$ cat src/rtl/core/lafm_pkg.sv
// ----------------------------------------------------------------------------
// lafm_pkg
// Shared constants for the line-aligned frame mapper.
// ----------------------------------------------------------------------------
`default_nettype none

package lafm_pkg;

    // default coordinate width
    localparam int COORD_BITS_DEF = 16;

    // result magnitude bits and result field width
    localparam int K_BITS = 18;
    localparam int OUT_W  = 18;

    // saturation limits of a result field
    localparam logic [OUT_W-1:0] OUT_POS_MAX = 18'h1FFFF;
    localparam logic [OUT_W-1:0] OUT_NEG_MAX = 18'h20000;

    // output tdata width: two result fields rounded up to whole bytes
    localparam int OUT_DATA_W = ((2 * OUT_W + 7) / 8) * 8;

endpackage

`default_nettype wire

$ cat src/rtl/core/lafm_square.sv
// ----------------------------------------------------------------------------
// lafm_square
// Three stages: magnitude and sign, half-word partial products, square sum.
// ----------------------------------------------------------------------------
`default_nettype none

module lafm_square #(
    parameter int C   = lafm_pkg::COORD_BITS_DEF,
    parameter int HW  = 17,
    parameter int SQW = 68
) (
    input  wire logic                        i_clk,
    input  wire logic                        i_rst_n,
    input  wire logic                        i_en,
    input  wire logic                        i_vld,
    input  wire logic [1:0][2*C+2:0]         i_num,
    input  wire logic      [2*C+1:0]         i_e2,
    input  wire logic                        i_deg,
    output logic                             o_vld,
    output logic      [1:0][SQW-1:0]         o_sq,
    output logic      [1:0]                  o_neg,
    output logic      [1:0]                  o_ovf,
    output logic           [2*C+1:0]         o_e2,
    output logic                             o_deg
);

    localparam int NW   = 2 * C + 3;
    localparam int MAGW = 2 * C + 2;
    localparam int AW   = (MAGW > 64) ? 64 : MAGW;

    logic [2:0]                     r_vld;
    logic [1:0]                     r_neg1, r_neg2, r_ovf1, r_ovf2;
    logic [1:0][HW-1:0]             r_ah, r_al;
    logic [1:0][2*HW-1:0]           r_pll, r_plh, r_phh;
    logic [2*C+1:0]                 r_e2a, r_e2b;
    logic                           r_dga, r_dgb;

    for (genvar g = 0; g < 2; g++) begin : g_lane
        logic [NW-1:0]   mag_full;
        logic [AW-1:0]   a_lo;
        logic [2*HW-1:0] a_pad;
        logic            ovf;

        // stage 1: magnitude, split into halves
        assign mag_full = i_num[g][NW-1] ? (~i_num[g] + NW'(1)) : i_num[g];
        assign a_lo     = mag_full[AW-1:0];
        assign a_pad    = (2*HW)'(a_lo);

        if (MAGW > 64) begin : g_ovf
            assign ovf = |mag_full[MAGW-1:64];
        end else begin : g_novf
            assign ovf = 1'b0;
        end

        always_ff @(posedge i_clk) begin
            if (i_en) begin
                r_ah[g]   <= a_pad[2*HW-1:HW];
                r_al[g]   <= a_pad[HW-1:0];
                r_neg1[g] <= i_num[g][NW-1];
                r_ovf1[g] <= ovf;
            end
        end

        // stage 2: partial products
        always_ff @(posedge i_clk) begin
            if (i_en) begin
                r_pll[g]  <= r_al[g] * r_al[g];
                r_plh[g]  <= r_al[g] * r_ah[g];
                r_phh[g]  <= r_ah[g] * r_ah[g];
                r_neg2[g] <= r_neg1[g];
                r_ovf2[g] <= r_ovf1[g];
            end
        end

        // stage 3: a^2 = hh<<2H + 2*lh<<H + ll
        always_ff @(posedge i_clk) begin
            if (i_en) begin
                o_sq[g]  <= (SQW'(r_phh[g]) << (2 * HW)) + (SQW'(r_plh[g]) << (HW + 1))
                            + SQW'(r_pll[g]);
                o_neg[g] <= r_neg2[g];
                o_ovf[g] <= r_ovf2[g];
            end
        end
    end

    // side payload delay
    always_ff @(posedge i_clk) begin
        if (i_en) begin
            r_e2a <= i_e2;
            r_dga <= i_deg;
            r_e2b <= r_e2a;
            r_dgb <= r_dga;
            o_e2  <= r_e2b;
            o_deg <= r_dgb;
        end
    end

    // valid bits
    always_ff @(posedge i_clk) begin
        if (!i_rst_n) begin
            r_vld <= '0;
        end else if (i_en) begin
            r_vld <= {r_vld[1:0], i_vld};
        end
    end

    assign o_vld = r_vld[2];

endmodule

`default_nettype wire

$ cat config.mk
export PLATFORM = sky130hd
export DESIGN_NAME = lafm_square
export DESIGN_NICKNAME = d
export VERILOG_FILES = /design/src/rtl/core/lafm_pkg.sv /design/src/rtl/core/lafm_square.sv
export SDC_FILE = /design/constraint.sdc
export NUM_CORES = 2
export LEC_CHECK = 0
export BUFFER_PORTS_ARGS = -buffer_cell sky130_fd_sc_hd__buf_2
export CAP_MARGIN = 20
export CORE_ASPECT_RATIO = 1.1
export CORE_MARGIN = 1
export CORE_UTILIZATION = 35
export CTS_CLUSTER_SIZE = 16
export DETAILED_ROUTE_END_ITERATION = 8
export SETUP_SLACK_MARGIN = 0.02
export SYNTH_ARGS = -nofsm -noshare
export SYNTH_HDL_FRONTEND = slang
export SYNTH_SLANG_ARGS = --single-unit
$ cat constraint.sdc
create_clock -name i_clk -period 8.2 [get_ports i_clk]
set_clock_uncertainty 0.15 [all_clocks]
set_input_delay 0.82 -clock i_clk [delete_from_list [all_inputs] [get_ports i_clk]]
set_output_delay 0.82 -clock i_clk [all_outputs]
set_load 0.02 [all_outputs]
# Yosys cells after proc, flatten, opt, wreduce, memory -nomap -nowiden
# Index checks and enable logic that the tools add are counted.
dict set report word_totals {
  elab_cells 41
  output_inout_bits 176
  ff_bits 522
}
dict set report op_classes {
  n_mul 6
  mux 2
  bitwise 2
  n_addsub 6
}
# operator n
set op_table {}
lappend op_table {{multiplier 17 x 17 -> 34 bit} 6}
lappend op_table {{adder 68 x 34 -> 68 bit} 2}
lappend op_table {{adder 68 x 52 -> 68 bit} 2}
lappend op_table {{adder 34 x 1 -> 34 bit (second input constant)} 2}
lappend op_table {{2-to-1 mux 34 bit} 2}
lappend op_table {{inverter 34 bit} 2}

# Longest topological paths before layout
dict set report logic_depth {
  depth_word 3
  depth_mapped 26
  mapped_depth_nobuf 25
}

# Worst setup path before layout
# OpenSTA, ideal clock, no wires.
dict set report synth_path {
  path_type {reg2reg}
  from {register r_al[24] in the netlist's numbering}
  to {register r_plh[66] in the netlist's numbering, data pin}
  arrival_ns 6.400
  stages_incl_launch_ff 26
  required_ns 7.788
  period_less_slack_ns 6.811
  setup_slack_ns 1.389
  cell_sequence {edfxtp_1 -> clkbuf_1 -> clkbuf_1 -> nand2_1 -> fa_1 -> inv_1 -> fa_1 -> inv_1 -> fa_1 -> inv_1 -> fa_1 -> fa_1 -> inv_1 -> fa_1 -> inv_1 -> ha_1 -> clkbuf_1 -> a21o_1 -> a21o_1 -> a21oi_1 -> o21ai_0 -> o41ai_1 -> o21ai_0 -> nor3b_1 -> a211oi_1 -> xnor2_1}
}
dict set report synth_via {
  elab_chain_cells 1
}
# item line
set synth_lines {}
lappend synth_lines {{start, declared} lafm_square.sv:33} ;# logic [1:0][HW-1:0] r_ah, r_al;
lappend synth_lines {{start signal, assigned by index} lafm_square.sv:58} ;# r_al[g] <= a_pad[HW-1:0];
lappend synth_lines {{multiplier 17 x 17 -> 34 bit} lafm_square.sv:68} ;# r_plh[g] <= r_al[g] * r_ah[g];
lappend synth_lines {{end signal, assigned by index} lafm_square.sv:68}
lappend synth_lines {{end, declared} lafm_square.sv:34} ;# logic [1:0][2*HW-1:0] r_pll, r_plh, r_phh;
# Every way passes these cells.
# A chain may end at the register's enable or synchronous reset.

# Worst setup path after layout
dict set report layout_path {
  from {register r_ah[2] in the netlist's numbering}
  to {register r_phh[27] in the netlist's numbering, data pin}
}
dict set report layout_via {
  elab_chain_cells 1
}
# item line
set layout_lines {}
lappend layout_lines {{start, declared} lafm_square.sv:33}
lappend layout_lines {{start signal, assigned by index} lafm_square.sv:57} ;# r_ah[g] <= a_pad[2*HW-1:HW];
lappend layout_lines {{multiplier 17 x 17 -> 34 bit} lafm_square.sv:69} ;# r_phh[g] <= r_ah[g] * r_ah[g];
lappend layout_lines {{end signal, assigned by index} lafm_square.sv:69}
lappend layout_lines {{end, declared} lafm_square.sv:34}
# Every way passes these cells.

==> impl_metrics.ini <==
[sta]
grt_setup_unrepaired = false
tightest_slew_ns = 1.22
setup_viol = 0
fin_crit_sh_pct = 91.7
hold_viol_final = 0
fin_crit_ns = 7.52
final.setup.worst_slack_ns = 0.684
fmaxAchievable_ghz = 0.133
setup_tns_ns = 0
drv_slew = 0
slew_headroom_pct = 18.9

[clock_network]
cts-resized-gates = 0
ctsLongestPathBuffers = 3
cts_buffers = 68
holdBufCountCts = 0
clock_latency_ns = 0.73
h-tree-depth = 3
post-cts-setup-buffer-count = 0
cts_tree = yes
clk_pin_slew_ns = 0.08
cts_sinks = 516
root_buffer = clkbuf_16

[placement]
hpwl_microns = 147000
port_buffers = 280
dp_slack_ns = 0.789
gp_congestion = 0.881

[final_layout]
mostFrequentLayoutCells = inv_1 (1706), fa_1 (1210), nand2_1 (752)
final_common_cell = inv_1
drive_gt1_share_pct = 7.79
fin_util_pct = 38.9
synthToLayoutAreaGrowth_pct = 10.3
nets = 9500

[synthesis]
synth.top_cell.area_share_pct = 33.5
synth-edff-count = 513
ys_ff_latch = 516
ys.warnings.count = 0
syn_inst = 7198
muxShareOfSynthArea_pct = 0.118
syn_area_per_cell_sq_um = 10.0
synth.area.top_cells = fa_1 (34%), edfxtp_1 (21%), ha_1 (13%), inv_1 (8.9%), nand2_1 (3.9%)
ys_async_sr_fraction_pct = 0
synth_xor_area_share_pct = 4.46
synth-simple-area-share_pct = 11.2
yosys.area.top_type = fa_1
yosysUniqueCellTypes = 70
synth_top_family_by_area = adder cells
ys_dominant_reg_cell = edfxtp_1
ys_seq_area_share_pct = 21.4
synthAdderAreaFrac_pct = 46.1
synth-compound-area-share_pct = 6.55
netlist_area_sq_mm = 0.0723

[global_routing]
grt_max_degree = 131
globalRouteTotalUtil_pct = 17.9
first_global_vias = 54100
grt_pass1_wl_microns = 293000
grtUsageMet3_pct = 2.50
busiest_layer = met2
antenna_found_initial = 14
grt-ovfl-total = 0
met1_usage_pct = 21.1
grt_use_met2_pct = 32.5

[worst_setup_path]
crit_fanout = 20
rrSetupSlack_ns = 0.68
worst-setup-path-type = flip-flop to flip-flop
end_kind = flip-flop
required_ns = 8.46
crit_arrival_ns = 7.77
start_kind = flip-flop

[detailed_routing]
post_drt_wl_per_cell_microns = 17.6
vias_per_cell = 4.80
drc = 0
drt_iter0_drc = 2261
drt_wl_total_microns = 181000
via_count = 49100
drt_pass1_iterations = 8
ant_nets = 0

[floorplanning]
start_util_pct = 35.3
dieArea_sq_mm = 0.208
pin_count = 285
die_h_microns = 479
die_width_microns = 435
coreArea_sq_mm = 0.205
fp-row-count = 174

[status]
outcome = complete, no violations

[run]
cap_violations = 0

[worst_hold_path]
hold_class = input pin to flip-flop
==> critical path, cell delays in order, from the launching register on <==
cell and delay, ns:
edfxtp_1 1.07, nand2_1 0.21, fa_1 0.53, inv_1 0.05, fa_1 0.52, inv_1 0.05, fa_1 0.38, inv_1 0.07
fa_1 0.43, fa_1 0.56, inv_1 0.05, fa_1 0.48, inv_1 0.05, ha_1 0.34, a21oi_1 0.19, o21ai_0 0.12
a221o_1 0.35, nor3_1 0.13, o21ai_0 0.22, a221oi_1 0.57, o21bai_1 0.19, a21o_1 0.21, a21oi_1 0.16, xnor2_1 0.07
==> routing by layer <==
layer	vias to the layer above	routed length, microns
li1	22800	-
met5	-	0
met2	1115	92100
met4	0	7570
met1	24900	72900
met3	299	8080
==> stage by stage <==
stage / hold WS, ns / cell area, sq um / instances
6_report: 0.129 / 79700 / 10200
5_1_grt: 0.0759 / 79700 / 10200
4_1_cts: 0.0404 / 79700 / 10200
3_5_place_dp: 0.255 / 77500 / 10100
3_3_place_gp: 0.251 / 77400 / 10100
2_1_floorplan: 0.250 / 72300 / 7201
==> path summary, 6_finish.rpt <==
kind                                start   endpoint  cells past startpoint
worst max register to register    r_ah[2]  r_phh[27]                     23
worst min-delay path              i_e2[6]   r_e2a[6]                      1
worst min register to register  r_pll[42]   o_sq[76]                      0
worst max-delay path              r_ah[2]  r_phh[27]                     23
==> cell families (layout without fill, tap and decap cells) <==
family | after synthesis | in the layout
other | 1 | 6
flip-flops | 516 | 516
buffers and inverters | 1957 | 2266
adder cells (fa/ha/maj) | 1935 | 1935
multiplexers | 8 | 8
AO/OA/AOI/OAI | 736 | 736
AND/OR/NAND/NOR | 1677 | 1677
XOR/XNOR | 368 | 368
==> cells in the mapped netlist (5+ instances only) <==
cell / instances
or4_4: 6
nand2_1: 752
and4_1: 11
a211oi_1: 16
xnor2_1: 288
nor2_1: 205
and3_1: 29
and2_1: 445
inv_1: 1706
edfxtp_1: 513
nand4_1: 24
or4_1: 11
o211ai_1: 17
fa_1: 1210
clkbuf_1: 241
nand2b_1: 26
o21bai_1: 29
nor3b_1: 5
xor2_1: 80
a2111oi_0: 5
a21o_1: 149
nand3_1: 46
a31oi_1: 19
a31o_2: 8
o21ai_0: 138
o21a_1: 35
a21boi_0: 14
nor2b_1: 44
o31ai_1: 28
o41ai_1: 12
a221o_1: 9
ha_1: 725
or2_2: 20
clkinv_1: 5
a221oi_1: 7
a21oi_1: 211
nor3_1: 23
or3_1: 18
==> registers in the layout, indices dropped and copies added (netlist names), 2 cells and up <==
register and flops:
o_e2 34, r_e2a 34, o_sq 134, r_phh 66
r_neg1 2, r_neg2 2, o_neg 2, r_e2b 34
r_ah 34, r_pll 66, r_plh 68, r_vld 3
r_al 34
==> area by class of cell <==
cell class	instances	area, sq um
Clock buffer	75	1730
Antenna cell	2	5.00
Timing Repair Buffer	431	2680
Clock inverter	49	510
Tap cell	2728	3410
Inverter	1711	6420
Sequential cell	516	15500
Multi-Input combinational cell	4728	49500
Fill cell	20200	125000
Power is left out: the tool's default activity adds up to more than one toggle a clock period on the data nets, which glitch-free logic cannot reach.
